<file path="config.mk">
export PLATFORM = sky130hd
export DESIGN_NAME = onewire_rom_search_core_flat
export DESIGN_NICKNAME = d
export VERILOG_FILES = /design/src/rtl/ors_pkg.sv /design/src/rtl/ors_in_if.sv /design/src/rtl/ors_out_if.sv /design/src/rtl/ors_cfg.sv /design/src/rtl/ors_step.sv /design/src/rtl/ors_obuf.sv /design/src/rtl/onewire_rom_search_core.sv /design/src/flat_wrapper.sv
export SDC_FILE = /design/constraint.sdc
export NUM_CORES = 1
export LEC_CHECK = 0
export BUFFER_PORTS_ARGS = -buffer_cell sky130_fd_sc_hd__buf_2
export CORE_MARGIN = 3
export CORE_UTILIZATION = 60
export CTS_CLUSTER_SIZE = 25
export DETAILED_ROUTE_END_ITERATION = 16
export PLACE_DENSITY_LB_ADDON = 0.3
export SYNTH_ARGS = -nofsm -noshare
export SYNTH_HDL_FRONTEND = slang
export SYNTH_SLANG_ARGS = --single-unit
export TNS_END_PERCENT = 1
</file>
<file path="constraint.sdc">
create_clock -name i_clk -period 16.1 [get_ports i_clk]
set_input_delay 4.025 -clock i_clk [delete_from_list [all_inputs] [get_ports i_clk]]
set_output_delay 4.025 -clock i_clk [all_outputs]
set_load 0.005 [all_outputs]
</file>
<file path="src/rtl/ors_pkg.sv">
// ----------------------------------------------------------------------------
// ors_pkg
// Shared types and constants for the 1-Wire search-ROM sequencer.
// ----------------------------------------------------------------------------
`timescale 1ns / 1ps
`default_nettype none

package ors_pkg;

    // Code geometry and counter limit
    localparam int CODE_BITS = 64;
    localparam int COUNT_MAX = 4095;
    localparam int POS_W     = $clog2(CODE_BITS);
    localparam int MARK_W    = POS_W + 1;
    localparam int CNT_W     = $clog2(COUNT_MAX + 1);

    // Field widths
    localparam int FUNC_W   = 2;
    localparam int ACTION_W = 3;
    localparam int BYTE_W   = 8;
    localparam int ROM_W    = 64;
    localparam int FOUND_W  = 12;
    localparam int MAXDEV_W = 12;

    // Configuration port
    localparam int ADDR_W = 3;
    localparam int DATA_W = 32;
    localparam logic REG_CMD    = 1'b0;
    localparam logic REG_MAXDEV = 1'b1;
    localparam logic [BYTE_W-1:0]   CMD_RESET    = 8'd240;
    localparam logic [MAXDEV_W-1:0] MAXDEV_RESET = '0;

    // Marker for "no branch point"
    localparam logic [MARK_W-1:0] NO_MARK = '1;

    // Input function codes
    localparam logic [FUNC_W-1:0] FN_START = 2'd0;
    localparam logic [FUNC_W-1:0] FN_PRES  = 2'd1;
    localparam logic [FUNC_W-1:0] FN_BITS  = 2'd2;

    // Result actions
    localparam logic [ACTION_W-1:0] ACT_RESET = 3'd0;
    localparam logic [ACTION_W-1:0] ACT_BYTE  = 3'd1;
    localparam logic [ACTION_W-1:0] ACT_BIT   = 3'd2;
    localparam logic [ACTION_W-1:0] ACT_CODE  = 3'd3;
    localparam logic [ACTION_W-1:0] ACT_DONE  = 3'd4;

    typedef enum logic [1:0] {
        PH_IDLE = 2'd0,
        PH_PRES = 2'd1,
        PH_BITS = 2'd2
    } t_phase;

    typedef struct packed {
        logic [FUNC_W-1:0] func;
        logic              presence;
        logic              true_bit;
        logic              complement_bit;
    } t_in_item;

    typedef struct packed {
        logic [ACTION_W-1:0] action;
        logic [BYTE_W-1:0]   send_byte;
        logic                write_bit;
        logic [ROM_W-1:0]    rom_code;
        logic [FOUND_W-1:0]  found_count;
        logic                search_error;
        logic                last;
    } t_result;

    // Up to three results caused by one item, entry 0 first
    typedef struct packed {
        t_result [2:0] res;
    } t_bundle;

    typedef struct packed {
        logic [BYTE_W-1:0]   search_command;
        logic [MAXDEV_W-1:0] max_devices;
    } t_cfg;

endpackage

`default_nettype wire

</file>
<file path="src/rtl/ors_in_if.sv">
// ----------------------------------------------------------------------------
// ors_in_if
// Valid/ready channel carrying bus events into the sequencer.
// ----------------------------------------------------------------------------
`timescale 1ns / 1ps
`default_nettype none

interface ors_in_if;
    logic             valid;
    logic             ready;
    ors_pkg::t_in_item data;

    modport source (output valid, output data, input ready);
    modport sink   (input valid, input data, output ready);
endinterface

`default_nettype wire

</file>
<file path="src/rtl/ors_out_if.sv">
// ----------------------------------------------------------------------------
// ors_out_if
// Valid/ready channel carrying bus requests and search results.
// ----------------------------------------------------------------------------
`timescale 1ns / 1ps
`default_nettype none

interface ors_out_if;
    logic            valid;
    logic            ready;
    ors_pkg::t_result data;

    modport source (output valid, output data, input ready);
    modport sink   (input valid, input data, output ready);
endinterface

`default_nettype wire

</file>
<file path="src/rtl/ors_cfg.sv">
// ----------------------------------------------------------------------------
// ors_cfg
// APB-style register file: search command byte and device limit.
// ----------------------------------------------------------------------------
`timescale 1ns / 1ps
`default_nettype none

module ors_cfg (
    input  wire logic                       i_clk,
    input  wire logic                       i_rst_n,
    input  wire logic                       i_psel,
    input  wire logic                       i_penable,
    input  wire logic                       i_pwrite,
    input  wire logic [ors_pkg::ADDR_W-1:0] i_paddr,
    input  wire logic [ors_pkg::DATA_W-1:0] i_pwdata,
    output logic      [ors_pkg::DATA_W-1:0] o_prdata,
    output logic                            o_pready,
    output ors_pkg::t_cfg                   o_cfg
);

    logic [ors_pkg::BYTE_W-1:0]   r_cmd;
    logic [ors_pkg::MAXDEV_W-1:0] r_maxdev;
    logic                         wr_en;
    logic                         reg_sel;

    assign o_pready = 1'b1;
    assign wr_en    = i_psel && i_penable && i_pwrite;
    assign reg_sel  = i_paddr[2];

    always_ff @(posedge i_clk) begin
        if (!i_rst_n) begin
            r_cmd    <= ors_pkg::CMD_RESET;
            r_maxdev <= ors_pkg::MAXDEV_RESET;
        end else if (wr_en) begin
            case (reg_sel)
                ors_pkg::REG_CMD:    r_cmd    <= i_pwdata[ors_pkg::BYTE_W-1:0];
                ors_pkg::REG_MAXDEV: r_maxdev <= i_pwdata[ors_pkg::MAXDEV_W-1:0];
                default: ;
            endcase
        end
    end

    always_comb begin
        o_prdata = '0;
        case (reg_sel)
            ors_pkg::REG_CMD:    o_prdata = ors_pkg::DATA_W'(r_cmd);
            ors_pkg::REG_MAXDEV: o_prdata = ors_pkg::DATA_W'(r_maxdev);
            default: ;
        endcase
    end

    assign o_cfg.search_command = r_cmd;
    assign o_cfg.max_devices    = r_maxdev;

endmodule

`default_nettype wire

</file>
<file path="src/rtl/ors_step.sv">
// ----------------------------------------------------------------------------
// ors_step
// Search state and the per-event decision: direction bit, branch tracking,
// code assembly and pass control. Emits the results of one event at a time.
// ----------------------------------------------------------------------------
`timescale 1ns / 1ps
`default_nettype none

module ors_step (
    input  wire logic              i_clk,
    input  wire logic              i_rst_n,
    input  wire logic              i_vld,
    input  wire ors_pkg::t_in_item i_item,
    input  wire ors_pkg::t_cfg     i_cfg,
    input  wire logic              i_slot_free,
    output logic                   o_take,
    output logic                   o_wr,
    output ors_pkg::t_bundle       o_bundle
);

    logic [ors_pkg::CODE_BITS-1:0] r_code, n_code;
    logic [ors_pkg::MARK_W-1:0]    r_bmark, n_bmark;
    logic [ors_pkg::MARK_W-1:0]    r_nbmark, n_nbmark;
    logic [ors_pkg::POS_W-1:0]     r_pos, n_pos;
    logic                          r_pcomp, n_pcomp;
    logic [ors_pkg::CNT_W-1:0]     r_count, n_count;
    ors_pkg::t_phase               r_phase, n_phase;

    logic                          has_res;
    logic                          dir;
    logic [ors_pkg::MARK_W-1:0]    pos_ext;
    logic                          mark_none;
    logic [ors_pkg::CNT_W-1:0]     cnt_inc;
    ors_pkg::t_result              res0, res1, res2;

    assign pos_ext   = {1'b0, r_pos};
    assign mark_none = (r_bmark == ors_pkg::NO_MARK);
    assign cnt_inc   = (32'(r_count) < 32'(ors_pkg::COUNT_MAX)) ?
                       ors_pkg::CNT_W'(r_count + 1'b1) : r_count;

    always_comb begin
        n_code   = r_code;
        n_bmark  = r_bmark;
        n_nbmark = r_nbmark;
        n_pos    = r_pos;
        n_pcomp  = r_pcomp;
        n_count  = r_count;
        n_phase  = r_phase;
        has_res  = 1'b0;
        dir      = 1'b0;
        res0     = '0;
        res1     = '0;
        res2     = '0;

        case (i_item.func)
            ors_pkg::FN_START: begin
                n_code      = '0;
                n_nbmark    = ors_pkg::NO_MARK;
                n_bmark     = ors_pkg::NO_MARK;
                n_count     = '0;
                n_pos       = '0;
                n_pcomp     = 1'b1;
                n_phase     = ors_pkg::PH_PRES;
                has_res     = 1'b1;
                res0.action = ors_pkg::ACT_RESET;
                res0.last   = 1'b1;
            end
            ors_pkg::FN_PRES: begin
                if (r_phase == ors_pkg::PH_PRES) begin
                    has_res   = 1'b1;
                    res0.last = 1'b1;
                    if (!i_item.presence) begin
                        n_count     = '0;
                        n_phase     = ors_pkg::PH_IDLE;
                        res0.action = ors_pkg::ACT_DONE;
                    end else begin
                        n_pos          = '0;
                        n_phase        = ors_pkg::PH_BITS;
                        res0.action    = ors_pkg::ACT_BYTE;
                        res0.send_byte = i_cfg.search_command;
                    end
                end
            end
            ors_pkg::FN_BITS: begin
                if (r_phase == ors_pkg::PH_BITS) begin
                    has_res = 1'b1;
                    if (i_item.true_bit && i_item.complement_bit) begin
                        n_phase           = ors_pkg::PH_IDLE;
                        res0.action       = ors_pkg::ACT_DONE;
                        res0.found_count  = ors_pkg::FOUND_W'(r_count);
                        res0.search_error = 1'b1;
                        res0.last         = 1'b1;
                    end else begin
                        // Both bits zero: devices disagree here, pick a branch
                        if (!i_item.true_bit && !i_item.complement_bit) begin
                            if (!mark_none && pos_ext == r_bmark) begin
                                dir = 1'b1;
                            end else if (mark_none || pos_ext > r_bmark ||
                                         !r_code[r_pos]) begin
                                dir      = 1'b0;
                                n_pcomp  = 1'b0;
                                n_nbmark = pos_ext;
                            end else begin
                                dir = 1'b1;
                            end
                        end else begin
                            dir = i_item.true_bit;
                        end
                        n_code[r_pos]  = dir;
                        res0.action    = ors_pkg::ACT_BIT;
                        res0.write_bit = dir;

                        if (r_pos == ors_pkg::POS_W'(ors_pkg::CODE_BITS - 1)) begin
                            res1.action   = ors_pkg::ACT_CODE;
                            res1.rom_code = ors_pkg::ROM_W'(n_code);
                            n_count       = cnt_inc;
                            n_pos         = '0;
                            res2.last     = 1'b1;
                            if (!n_pcomp && (i_cfg.max_devices == '0 ||
                                32'(cnt_inc) < 32'(i_cfg.max_devices))) begin
                                n_pcomp     = 1'b1;
                                n_bmark     = n_nbmark;
                                n_phase     = ors_pkg::PH_PRES;
                                res2.action = ors_pkg::ACT_RESET;
                            end else begin
                                n_phase          = ors_pkg::PH_IDLE;
                                res2.action      = ors_pkg::ACT_DONE;
                                res2.found_count = ors_pkg::FOUND_W'(cnt_inc);
                            end
                        end else begin
                            n_pos     = ors_pkg::POS_W'(r_pos + 1'b1);
                            res0.last = 1'b1;
                        end
                    end
                end
            end
            default: ;
        endcase
    end

    // Events that cause nothing pass straight through
    assign o_take = i_vld && (!has_res || i_slot_free);
    assign o_wr   = o_take && has_res;
    assign o_bundle.res[0] = res0;
    assign o_bundle.res[1] = res1;
    assign o_bundle.res[2] = res2;

    always_ff @(posedge i_clk) begin
        if (!i_rst_n) begin
            r_code   <= '0;
            r_bmark  <= ors_pkg::NO_MARK;
            r_nbmark <= ors_pkg::NO_MARK;
            r_pos    <= '0;
            r_pcomp  <= 1'b1;
            r_count  <= '0;
            r_phase  <= ors_pkg::PH_IDLE;
        end else if (o_take) begin
            r_code   <= n_code;
            r_bmark  <= n_bmark;
            r_nbmark <= n_nbmark;
            r_pos    <= n_pos;
            r_pcomp  <= n_pcomp;
            r_count  <= n_count;
            r_phase  <= n_phase;
        end
    end

endmodule

`default_nettype wire

</file>
<file path="src/rtl/ors_obuf.sv">
// ----------------------------------------------------------------------------
// ors_obuf
// Result register: holds the results of one event and hands them out one
// beat at a time, in order.
// ----------------------------------------------------------------------------
`timescale 1ns / 1ps
`default_nettype none

module ors_obuf (
    input  wire logic             i_clk,
    input  wire logic             i_rst_n,
    input  wire logic             i_wr,
    input  wire ors_pkg::t_bundle i_bundle,
    output logic                  o_slot_free,
    ors_out_if.source             o_out
);

    ors_pkg::t_bundle r_bun;
    logic             r_vld;
    logic [1:0]       r_idx;
    ors_pkg::t_result cur;
    logic             beat;

    assign cur         = r_bun.res[r_idx];
    assign beat        = r_vld && o_out.ready;
    assign o_slot_free = !r_vld || (beat && cur.last);
    assign o_out.valid = r_vld;
    assign o_out.data  = cur;

    always_ff @(posedge i_clk) begin
        if (!i_rst_n) begin
            r_vld <= 1'b0;
            r_idx <= '0;
        end else if (i_wr) begin
            r_vld <= 1'b1;
            r_idx <= '0;
        end else if (beat) begin
            // Advance within the event, drop after its final beat
            if (cur.last) begin
                r_vld <= 1'b0;
            end
            r_idx <= 2'(r_idx + 1'b1);
        end
    end

    always_ff @(posedge i_clk) begin
        if (i_wr) begin
            r_bun <= i_bundle;
        end
    end

endmodule

`default_nettype wire

</file>
<file path="src/rtl/onewire_rom_search_core.sv">
// ----------------------------------------------------------------------------
// onewire_rom_search_core
// 1-Wire search-ROM sequencer: turns bus events into bus requests and
// reports each device code found.
// ----------------------------------------------------------------------------
//  port     dir  kind          payload
//  i_in     in   valid/ready   func, presence, true_bit, complement_bit
//  o_out    out  valid/ready   action, send_byte, write_bit, rom_code,
//                              found_count, search_error, last
//  p*       in   APB write/rd  search_command (0x0), max_devices (0x4)
//
//  An event is registered on entry and decided once the result register is
//  free; the decision writes all of its results (one to three) into the result
//  register, which offers the first beat. An event with one result frees the
//  result register on its beat, so one event per cycle while the output is
//  ready; one that completes a code takes three output beats, held in the
//  single result register. Events with no result are absorbed without waiting.
//  Reset is synchronous: no branch point, no codes, idle phase.
// ----------------------------------------------------------------------------
`timescale 1ns / 1ps
`default_nettype none

module onewire_rom_search_core (
    input  wire logic                       i_clk,
    input  wire logic                       i_rst_n,
    ors_in_if.sink                          i_in,
    ors_out_if.source                       o_out,
    input  wire logic                       psel,
    input  wire logic                       penable,
    input  wire logic                       pwrite,
    input  wire logic [ors_pkg::ADDR_W-1:0] paddr,
    input  wire logic [ors_pkg::DATA_W-1:0] pwdata,
    output logic      [ors_pkg::DATA_W-1:0] prdata,
    output logic                            pready
);

    ors_pkg::t_cfg     cfg;
    ors_pkg::t_in_item r_in;
    logic              r_in_vld;
    logic              take;
    logic              wr;
    logic              slot_free;
    ors_pkg::t_bundle  bundle;

    ors_cfg u_cfg (
        .i_clk     (i_clk),
        .i_rst_n   (i_rst_n),
        .i_psel    (psel),
        .i_penable (penable),
        .i_pwrite  (pwrite),
        .i_paddr   (paddr),
        .i_pwdata  (pwdata),
        .o_prdata  (prdata),
        .o_pready  (pready),
        .o_cfg     (cfg)
    );

    // Input register: refill as soon as the held event is taken
    assign i_in.ready = !r_in_vld || take;

    always_ff @(posedge i_clk) begin
        if (!i_rst_n) begin
            r_in_vld <= 1'b0;
        end else if (i_in.valid && i_in.ready) begin
            r_in_vld <= 1'b1;
        end else if (take) begin
            r_in_vld <= 1'b0;
        end
    end

    always_ff @(posedge i_clk) begin
        if (i_in.valid && i_in.ready) begin
            r_in <= i_in.data;
        end
    end

    ors_step u_step (
        .i_clk       (i_clk),
        .i_rst_n     (i_rst_n),
        .i_vld       (r_in_vld),
        .i_item      (r_in),
        .i_cfg       (cfg),
        .i_slot_free (slot_free),
        .o_take      (take),
        .o_wr        (wr),
        .o_bundle    (bundle)
    );

    ors_obuf u_obuf (
        .i_clk       (i_clk),
        .i_rst_n     (i_rst_n),
        .i_wr        (wr),
        .i_bundle    (bundle),
        .o_slot_free (slot_free),
        .o_out       (o_out)
    );

endmodule

`default_nettype wire
</file>
<file path="src/flat_wrapper.sv">
// flat-port wrapper written by rule: the top's interface ports become plain ports
module onewire_rom_search_core_flat 
  (i_clk, i_rst_n, psel, penable, pwrite, paddr, pwdata, prdata, pready, i_in_valid, i_in_data, i_in_ready, o_out_valid, o_out_data, o_out_ready);
  ors_in_if i_in_i ();
  ors_out_if o_out_i ();
  input  wire logic i_clk;
  input  wire logic i_rst_n;
  input  wire logic psel;
  input  wire logic penable;
  input  wire logic pwrite;
  input  wire logic [ors_pkg::ADDR_W-1:0] paddr;
  input  wire logic [ors_pkg::DATA_W-1:0] pwdata;
  output logic      [ors_pkg::DATA_W-1:0] prdata;
  output logic pready;
  input wire logic [$bits(i_in_i.valid)-1:0] i_in_valid;
  input wire logic [$bits(i_in_i.data)-1:0] i_in_data;
  output wire logic [$bits(i_in_i.ready)-1:0] i_in_ready;
  output wire logic [$bits(o_out_i.valid)-1:0] o_out_valid;
  output wire logic [$bits(o_out_i.data)-1:0] o_out_data;
  input wire logic [$bits(o_out_i.ready)-1:0] o_out_ready;
  assign i_in_i.valid = i_in_valid;
  assign i_in_i.data = i_in_data;
  assign i_in_ready = i_in_i.ready;
  assign o_out_valid = o_out_i.valid;
  assign o_out_data = o_out_i.data;
  assign o_out_i.ready = o_out_ready;
  onewire_rom_search_core u_core (.i_clk(i_clk), .i_rst_n(i_rst_n), .i_in(i_in_i), .o_out(o_out_i), .psel(psel), .penable(penable), .pwrite(pwrite), .paddr(paddr), .pwdata(pwdata), .prdata(prdata), .pready(pready));
endmodule
</file>
==> summary.md, run 1 <==
Of all flip-flops after synthesis, the portion carrying an async set or reset was 0%. The longest clock path from root to sink contains 3 buffers. The chip height came out at 153 µm. The total DRC errors in the routed layout is 0.

The critical path in this run is classified as in2out. The site row count is 52, and the number of input and output port buffers inserted is 128. The capturing element type of the critical path was a primary output. In this run, post-CTS repair resized a total of 0 instances. The initial cell density of the core was 62.3%. For the max-slew violation count, the log shows 0.

The cell accounting for the most synthesized area was edfxtp_1. The logs give 1370 for the gate count after technology mapping and 0 for the initial antenna violation count. Buffers inserted during clock tree synthesis total 25. Share of the synthesized area in the top cell type: 25.4%. For this design the top-level I/O count stands at 172.

For the worst setup path, the data arrival time is 4800 ps. Across the VDD grid, the largest voltage drop is 82.0 µV. The detailed router finished its first iteration with 809 violations. The final cycle utilization of the critical path came out at 54.8%. In this run the mean area of a mapped cell was 9.41 µm².

Counting distinct cell types in the post-synthesis netlist gives 70. The die covers 23300 µm². For the final routed database, the setup TNS stands at 0 ps. For met3 alone, demand over resource in global routing was 4.15%. The die extent in x came out at 153 µm. The tools report the count of hold-fix buffers inserted at cts as 0. The tightest min-delay check is of the reg2reg type. The count of nets left with antenna violations once routing finished came out at 0. The relative slew slack came out at 26.1%.

The transition time of the tightest slew-check pin was 1110 ps; the total power divided by cell area was 89.3 nW/µm². In the final layout, flip-flops and latches occupy 5740 µm². The antenna cell count is 0, and the total via count in the routed design is 10200. Clock-pin slew was measured on the worst setup and hold paths at 60 ps. The worst path in the final design needs a cycle of 8820 ps, including I/O delays and setup. Once the clock tree was built, the setup fixing pass inserted 0 buffers. After detailed routing, the average wire length per cell comes to 17.7 µm.

The flow ran to the end, and the final reports show no timing, DRC or antenna violations. nor2_1 is the most common cell in the netlist. By area the synthesized netlist is led by edfxtp_1 (25%), dfxtp_1 (19%), nor2_1 (7.0%), and2_1 (4.9%), a211oi_2 (4.8%).

The cell area that synthesis handed to floorplanning was 12900 µm². The analysis attributes to cell leakage a power of 5.05 nW. Summing the sequential cell areas from Yosys gives 44.5% of the chip area. TritonCTS built the clock tree. The post-route netlist has 21.8% of its cells at a drive strength greater than 1. Based on the critical path, the design can be clocked at up to 113 MHz. The congestion estimate from routability-driven global placement came to 0.865. The clock drives 232 sinks. The placeable core region is 20700 µm², and the depth of the CTS H-tree is 1.

The number of endpoints failing setup at the final stage was 0. The number of max-cap violations came out at 0. The net count of the finished layout is 1491. At the worst endpoint, the required time is 12070 ps. Setup repair after global routing left no endpoint under its margin.

The synthesized design contains 109 enable-type register cells. Counting flops and latches in the post-synthesis netlist gives 232. The logs give 1.26 mW for the overall power of the completed layout and 49300 µm for the wire length of the first global-routing pass. The tools report the cell at the root of the clock tree as clkbuf_16. In the global route stage, met2 resource usage came out at 39.0%. Primary flip-flop cell chosen by synthesis mapping: dfxtp_1. After detailed routing, the number of vias per cell comes to 5.98. The logs give 19200 µm for the half-perimeter wire length after detailed placement and 83 for the maximum number of pins on one net before global-route repair. The layer flagged by global routing as most heavily used is met2. The combined global-route utilization of all metal layers came out at 25.0%. For the final database, setup skew stands at 14.1 ps. The routing usage on met1 was 36.9%; the layout overhead on the synthesized area was 9.83%. Of all nets on the critical path, the largest fanout is 3.

The logs give 30200 µm for the post-detailed-routing wire length and 6400 µm² for the multi-input gate area in the final layout. By count the netlist is led by nor2_1 (242), dfxtp_1 (123), edfxtp_1 (109). Before antenna repair, the detailed router went through 5 iterations.

The layout has 1635 filler cells. The startpoint class of the critical path is a primary input. Summed over all layers, the global routing overflow is 0.

The clock reaches the later pin of the worst-skew pair after 530 ps. The logs give 9427 for the number of global-route vias before repair and 0 for the number of hold-slack violations in the final timing report. During synthesis, Yosys emitted a total of 0 warnings.
==> final cells by class <==
class                      instances  area share [%]
sequential                       232            40.5
clock inverter                    15            1.26
tap                              270            2.39
multi-input combinational        987            45.2
inverter                          37           0.981
timing repair buffer             138            5.05
clock buffer                      31            4.58
==> per-layer routing <==
| layer | vias to the layer above | part of all wire, % |
|---|---|---|
| li1 | 4925 | - |
| met1 | 4837 | 45 |
| met2 | 428 | 45 |
| met3 | 38 | 8.0 |
| met4 | 0 | 1.7 |
| met5 | - | 0 |
==> through the flow <==
| stage | hold WS, ps | worst slack (ps) | std cells | util, % | area [µm²] |
|---|---|---|---|---|---|
| final | 482 | 7280 | 1710 | 68.4 | 14200 |
| after global routing | 506 | 7200 | 1710 | 68.4 | 14200 |
| after CTS | 481 | 7260 | 1710 | 68.4 | 14200 |
| after detailed placement | 473 | 7290 | 1664 | 64.4 | 13300 |
| after global placement | 464 | 7310 | 1664 | 64.4 | 13300 |
| after floorplan | 449 | 6700 | 1389 | - | 13000 |
==> state kept, by name, summed over array words and instances, names as in the netlist, 2 cells and up <==
signal / flops
u_core.u_step.r_count: 12
u_core.u_step.r_bmark: 7
u_core.u_cfg.r_maxdev: 12
u_core.u_step.r_phase: 2
u_core.u_step.r_code: 64
u_core.u_step.r_nbmark: 7
u_core.u_step.r_pos: 6
u_core.u_cfg.r_cmd: 8
u_core.u_obuf.r_idx: 2
u_core.u_obuf.r_bun: 104
u_core.r_in: 5
==> placed cells by master (no fill, tap or decap), drive strengths merged, types with 37 or more instances in the layout <==
cell type,Yosys,layout
inv,36,37
o31ai,71,71
edfxtp,109,109
buf,63,138
nor2,243,243
dfxtp,123,123
nand2,93,93
o21ai,83,83
a211oi,65,65
and2,103,103
==> worst paths after layout <==
kind,cells after the start,start,endpoint,slack [ps]
worst min-delay path,2,u_core.u_cfg.r_cmd[1],u_core.u_cfg.r_cmd[1],480
worst max-delay path,6,o_out_ready,i_in_ready,7280
worst max register to register,9,u_core.u_step.r_pos[0],u_core.u_obuf.r_bun[109],11350
worst min register to register,2,u_core.u_cfg.r_cmd[1],u_core.u_cfg.r_cmd[1],480
==> where the power goes <==
part | internal (mW) | switching [mW] | leakage, nW
clock network | 0.350 | 0.231 | 0.407
registers | 0.623 | 0.00512 | 1.85
logic | 0.0200 | 0.0358 | 2.79
==> worst max-delay path, stage by stage <==
cell and delay (ps):
buf_2 100, inv_1 40, o31ai_2 330, nor2_1 130
inv_1 70, buf_2 100
==> cells by family after synthesis <==
kind of cell	share of synthesized area [%]
and+or+nand+nor	21.1
AOI/OAI and AO/OA	20.6
DFF	44.5
buffers and inverters	6.73
muxes	4.10
adders and majority gates	2.23
xor gates and xnor gates	0.679
other	0.0582
Note: power is estimated with default switching activity, not from simulation.
==> run 2: changes to the inputs <==
- CORE_UTILIZATION: 60 -> 59
- clock period: 16.1 -> 8.4 ns (I/O delays scaled with it)
==> summary.md, run 2 (same netlist as run 1, synthesis figures left out) <==
The register with the most flip-flops in the final layout is u_core.u_obuf.r_bun. The final cycle utilization of the critical path is 59.2%, and the area enclosed by the die boundary is 23700 µm². The antenna cell count was 0. Static timing analysis puts the maximum clock frequency at 201 MHz. The run gives 3430 ps as the worst setup margin. At the worst endpoint, the required time is 6300 ps. In the routed layout, each cell is associated on average with a via count of 5.96. The max-slew violation count is 0.

The tools report the worst setup skew after layout as 7.84 ps. The flip-flop count of the largest register after layout was 104; the highest net fanout along the worst path was 3. The top cell types in the final layout, fill and taps aside, are nor2_1 (240), buf_2 (128), dfxtp_1 (123), edfxtp_1 (109), and2_1 (102). Wires add up to 30300 µm. The initial cell density of the core is 60.8%. For the pin with the worst max-slew slack, the measured transition is 1100 ps. In this run the worst hold path is classified as reg2reg. The tools report the total non-filler cell area in the finished layout as 14100 µm². The capturing element type of the critical path is a primary output. The number of input and output port buffers inserted came out at 128.

The cell at the root of the clock tree is clkbuf_16. The number of detailed-routing iterations run before antenna repair was 5. The setup path with the least slack is of type in2out. The run gives 0.855 as the global placement routability congestion.

Total power divided by cell area: 169 nW/µm². The tool flagged a number of max-cap violations equal to 0. The clock latency at the later pin of the worst-skew pair is 510 ps, and the layout overhead on the synthesized area is 9.71%.

The layout cell share with drive strength beyond 1 is 21.5%, and the sum of overflow across all layers after global routing is 0. Die extent in x: 154 µm. For the initial antenna violation count, the log shows 1. Most common cell after layout, fill and taps aside: nor2_1. Entering global routing, the biggest net connects 66 pins.

The logs give 26.6% for the relative slew slack and 1715 for the count of placed standard cells in the final layout, fillers left out. The number of hold-slack violations in the final timing report came out at 0. The detailed router placed 10200 vias in this run. The start of the worst register-to-register path was u_core.u_step.r_pos[5]. Setup repair after global routing left no endpoint under its margin. Post-cts resize count: 0. The largest registers in the layout are u_core.u_obuf.r_bun: 104 flops, u_core.u_step.r_code: 64 flops.

The overall power of the completed layout was 2.39 mW; the number of instances in the placed design was 1670. Prior to clock tree synthesis, the placed netlist has a worst setup slack of 3410 ps. Number of sinks handled by clock tree synthesis: 232. The clock passes through at most 3 buffers. The final layout net count was 1492. In this run the vertical extent of the chip is 154 µm. The initialized floorplan defines 53 standard-cell rows. The maximum VDD drop is 119 µV. Subtracting the final worst setup slack from the clock period gives 4970 ps. In this run, CTS created clock tree buffers numbering 25. The start point of the worst hold path was u_core.u_cfg.r_maxdev[8]. Once detail routing completed, the nets flagged for antenna violations numbered 0. For the wire length of the first global-routing pass, the log shows 50100 µm.

The run finished with clean final reports. Data on the critical path arrives at its endpoint at 2870 ps. The tools report the depth of the CTS H-tree as 1.

After detailed placement, the total cell area comes to 13400 µm². The count of hold-fix buffers inserted at cts was 0. The run gives 25.2% as the combined global-route utilization of all metal layers. The startpoint class of the critical path was a primary input. TritonCTS built the clock tree.

The tools report the number of endpoints failing setup at the final stage as 0. The half-perimeter wire length after detailed placement was 19800 µm. In the final timing run, aggregate negative setup slack is 0 ps.

The initial DRC count is 945, and the number of global-route vias before repair is 9641. After detailed routing, the average wire length per cell comes to 17.7 µm. The static leakage power is 5.05 nW, and the placeable core region is 21200 µm². Final hold analysis gives a worst-case slack of 486 ps. The I/O pin count was 172; the clock-pin slew on the worst setup and hold paths was 60 ps. The final cell utilization of the core came out at 66.7%. Tracing the worst setup path back leads to its startpoint at o_out_ready.

For this run, design rule violations remaining after detail routing come to 0. The number of setup buffers added after CTS is 0.
-- run 2: cell count changes in the layout (fill, tap and decap cells not counted), sizes merged --
cell / change
clkbuf: +2
clkinvlp: -1
bufinv: -1
inv: -1
buf: +1
-- run 2: final cells by class --
cell class	count	area, µm²
fillers	1724	7070
multi-input cells	987	6410
flip-flops and latches	232	5740
repair buffers	139	723
clock buffers	33	666
well taps	275	344
inverters	37	139
clock inverters	12	129
-- run 2: worst max-delay path, cell delays in order --
cell     delay, ps
buf_2          100
inv_1           50
o31ai_2        320
nor2_1         140
inv_1           60
buf_2          100
-- run 2: final timing paths --
path / end / slack [ps] / depth (start not counted)
worst max register to register: u_core.u_obuf.r_bun[151] / 3710 / 9
worst min-delay path: u_core.u_cfg.r_maxdev[8] / 490 / 2
worst max-delay path: i_in_ready / 3430 / 6
worst min register to register: u_core.u_cfg.r_maxdev[8] / 490 / 2
-- run 2: power by group --
| part | switching, mW | internal [mW] | leakage (nW) |
|---|---|---|---|
| clock network | 0.434 | 0.645 | 0.389 |
| registers | 0.00870 | 1.19 | 1.85 |
| logic | 0.0697 | 0.0385 | 2.82 |
| total | 0.512 | 1.88 | 5.05 |
-- run 2: per-layer routing --
layer | vias up | track usage (%) | part of all wire (%)
met5 | - | 0 | 0.023
met4 | 2 | 6.22 | 2.4
met3 | 65 | 3.97 | 8.1
met2 | 418 | 40.6 | 46
met1 | 4813 | 35.9 | 43
li1 | 4920 | - | -
==> run 3: changes to the inputs <==
- ABC_AREA: unset -> 1
- CORE_UTILIZATION: 59 -> 53
- clock period: 8.4 -> 4.19 ns (I/O delays scaled with it)
==> summary.md, run 3 <==
In this run the clock root is driven by a clkbuf_16. The maximum VDD drop was 280 µV; the final cell utilization of the core was 60.4%. Data on the critical path is required at its endpoint by 4440 ps.

The startpoint class of the critical path was a register. Final cycle utilization of the critical path: 89.5%. Post-synthesis compound-gate area fraction: 8.86%. Summed over its instances, the top area cell type makes up 25.8% of the synthesized netlist area. In the routed design, unresolved DRC markers number 0. The synthesized netlist devotes 2.26% of its cell area to adder and majority cells. The chip height is 161 µm, and the number of global-route vias before repair is 10900. Once layout is done, the placed cells without fillers occupy 14200 µm². The number of detailed-routing iterations run before antenna repair was 7; the flip-flop count of the largest register after layout was 104. 0 antenna diodes ended up in the layout. TritonCTS built the clock tree. The fmax came out at 267 MHz. The path class of the tightest hold or removal check is reg2reg. Measured along the x axis, the die boundary spans 161 µm. Data arrival time at the worst-slack endpoint: 4010 ps. u_core.u_obuf.r_bun holds more flip-flops than any other register. Clock-pin slew was measured on the worst setup and hold paths at 60 ps. At the pin with the least slew margin, the transition time is 1120 ps. In this run, placement finished with an instance count of 2121. The total power divided by cell area was 352 nW/µm²; the clock latency at the later pin of the worst-skew pair was 530 ps.

Across the routed clock network, the largest skew measured is 13.7 ps. The tools report the number of different library cells in the post-synthesis netlist as 38. The initial antenna violation count is 0. Of the cells placed in the final design, the portion with a size suffix greater than 1 is 15.6%. CTS saw 232 sinks. In this run the tightest slew margin relative to its limit is 25.5%. By area, the combinational part of the netlist is dominated by simple AND/OR/NAND/NOR gates. For this design the total switching power over the nets is 1.16 mW.

I/O pin count: 172. The cell accounting for the most synthesized area was edfxtp_1. The post-cts resize count is 0, and the synthesized area per cell is 7.26 µm². The site row count is 56, and the area enclosed by the die boundary is 25900 µm².

The logs give 32600 µm for the post-detailed-routing wire length and 3 for the clock tree buffer depth. Counting flops with an async set or reset pin after synthesis yields a share of 0%. After the flow finishes, the layout carries non-filler instances totaling 2169. After technology mapping, the gate count stands at 1750. Setup repair after global routing left no endpoint under its margin.

Global routing finished with a remaining overflow of 0. The congestion estimate from routability-driven global placement came to 0.891. The number of hold-slack violations in the final timing report came out at 0.

The most used standard cell by instance count after synthesis was nand2_1. The tools report the count of hold-fix buffers inserted at cts as 0. Among all flip-flop cells after synthesis, the most frequent one is dfxtp_1. The number of synthesized register bits works out to 232.

The max-slew violation count was 0; the number of input and output port buffers inserted was 128. In the final routed layout, each cell accounts on average for 15.0 µm. Buffers inserted during clock tree synthesis total 26. For the total negative setup slack, the log shows 0 ps.

After synthesis, flip-flops and latches occupy 45.1% of the total area. For the synthesis warning total, the log shows 0. The share of cell area taken by muxes after synthesis is 0%, and the total via count in the routed design is 11700. The worst path in the final design needs a cycle of 3750 ps, including I/O delays and setup. The depth of the CTS H-tree is 1, and the placeable core region is 23500 µm². The half-perimeter wire length after detailed placement is 21600 µm. The switching power as a share of total power is 23.1%, and the placed standard-cell area is 13400 µm². The combined global-route utilization of all metal layers came out at 24.5%.

The filler cells instantiated in the layout total 2218. Simple-gate portion of the synthesized area: 34.4%. For this block, the initial DRC count from the detailed router was 1144.

The classification of the worst setup path is reg2reg. In this run, flip-flops and latches consume 48.1% of the power. Once the floorplan was initialized, standard cells occupied 54.0% of the core. The tools report the worst setup margin as 438 ps.

The largest registers in the layout are u_core.u_obuf.r_bun: 104 flops, u_core.u_step.r_code: 64 flops. Setup violations remaining at the end of the flow were counted as 0. The capturing element type of the critical path is a register. For the post-synthesis instance area, the log shows 12700 µm². In the synthesized netlist, the cells that appear most often are nand2_1 (454), nor2_1 (281), nand3_1 (152).

The highest net fanout along the worst path was 13; the clock group share of total power was 45.2%. For the internal power contribution, the log shows 3.85 mW. The detail route stage leaves a number of antenna-violating nets equal to 0. The final worst hold slack came out at 464 ps. Across the run, the number of max-cap violations was 0. At the placement stage, the worst setup path has a slack of 540 ps. The flow ran to the end, and the final reports show no timing, DRC or antenna violations. Entering global routing, the biggest net connects 67 pins. Layout overhead on the synthesized area: 11.8%. In the layout the commonest cells are nand2_1 (453), nor2_1 (281), nand3_1 (152), inv_1 (130), buf_2 (128). Using the TritonRoute via totals, the vias-per-cell ratio works out to 5.38.

The logs give 1900 for the final layout net count and 0 for the post-CTS repair timing setup buffer count. The tools report the share of total power in combinational logic as 6.7%. The static leakage power was 5.94 nW.

Of the total synthesized cell area, the portion taken by XOR and XNOR cells is 0.207%. The most common cell after layout, fill and taps aside was nand2_1. The first global-routing pass estimated 53000 µm of wire. The number of enable-type register cells in the synthesized netlist was 109; the overall power of the completed layout was 5.00 mW. After synthesis, the cell types taking the most area are edfxtp_1 (26%), dfxtp_1 (19%), nand2_1 (13%), nor2_1 (8.3%), nand3_1 (6.0%).
run 3: cell types whose count changed after synthesis, sizes merged, moves of 71 or more:
cell   delta
a21oi   +101
and2    -101
inv     +104
nand2   +401
nand3   +118
o31ai    -71
run 3: worst paths after layout:
check,from,endpoint,slack (ps),cells after the start
worst max register to register,u_core.u_step.r_count[0],u_core.u_obuf.r_bun[192],440,22
worst max-delay path,u_core.u_step.r_count[0],u_core.u_obuf.r_bun[192],440,22
worst min-delay path,u_core.u_step.r_code[5],u_core.u_step.r_code[5],460,2
worst min register to register,u_core.u_step.r_code[5],u_core.u_step.r_code[5],460,2
run 3: kinds of logic after synthesis:
| logic type | Yosys count |
|---|---|
| other cells | 2 |
| flops | 232 |
| fa+ha+maj | 23 |
| buf+inv | 254 |
| simple gates | 1020 |
| xor+xnor | 3 |
| compound gates | 216 |
run 3: routing by layer:
layer / GRT usage, % / part of all wire [%] / up-vias
li1: - / - / 5763
met1: 33.8 / 45 / 5450
met3: 3.43 / 6.6 / 59
met4: 6.69 / 2.1 / 0
met5: 0 / 0 / -
met2: 40.8 / 47 / 391
run 3: cell type report:
type,instances,area (µm²),area share (%)
timing repair buffer,143,778,5.48
inverter,144,548,3.86
clock buffer,36,749,5.27
sequential,232,5740,40.4
tap,319,399,2.81
clock inverter,12,103,0.722
multi-input combinational,1283,5890,41.5
run 3: worst max-delay path, stage by stage (launching register included):
cell and delay [ps]:
dfxtp_1 340, ha_1 220, inv_1 90, nor2_1 80, nand2_1 100, inv_1 60
nand2_1 180, inv_1 80, nor3_1 270, nand3_1 140, xor2_1 230, inv_1 110
ha_1 320, nand2_1 100, nor2_1 60, a211oi_1 210, nor2_1 70, nor2_1 90
nand2_1 80, nand2_1 160, nand2_4 90, nand2_2 320, a31oi_1 70
run 3: power groups by stage:
stage	logic, mW	registers, mW	clock network, mW
global placement	0.323	2.45	0
finish	0.334	2.41	2.26
floorplan	0.256	2.45	0
CTS	0.330	2.41	2.29
detailed placement	0.328	2.46	0
global route	0.371	2.41	2.38
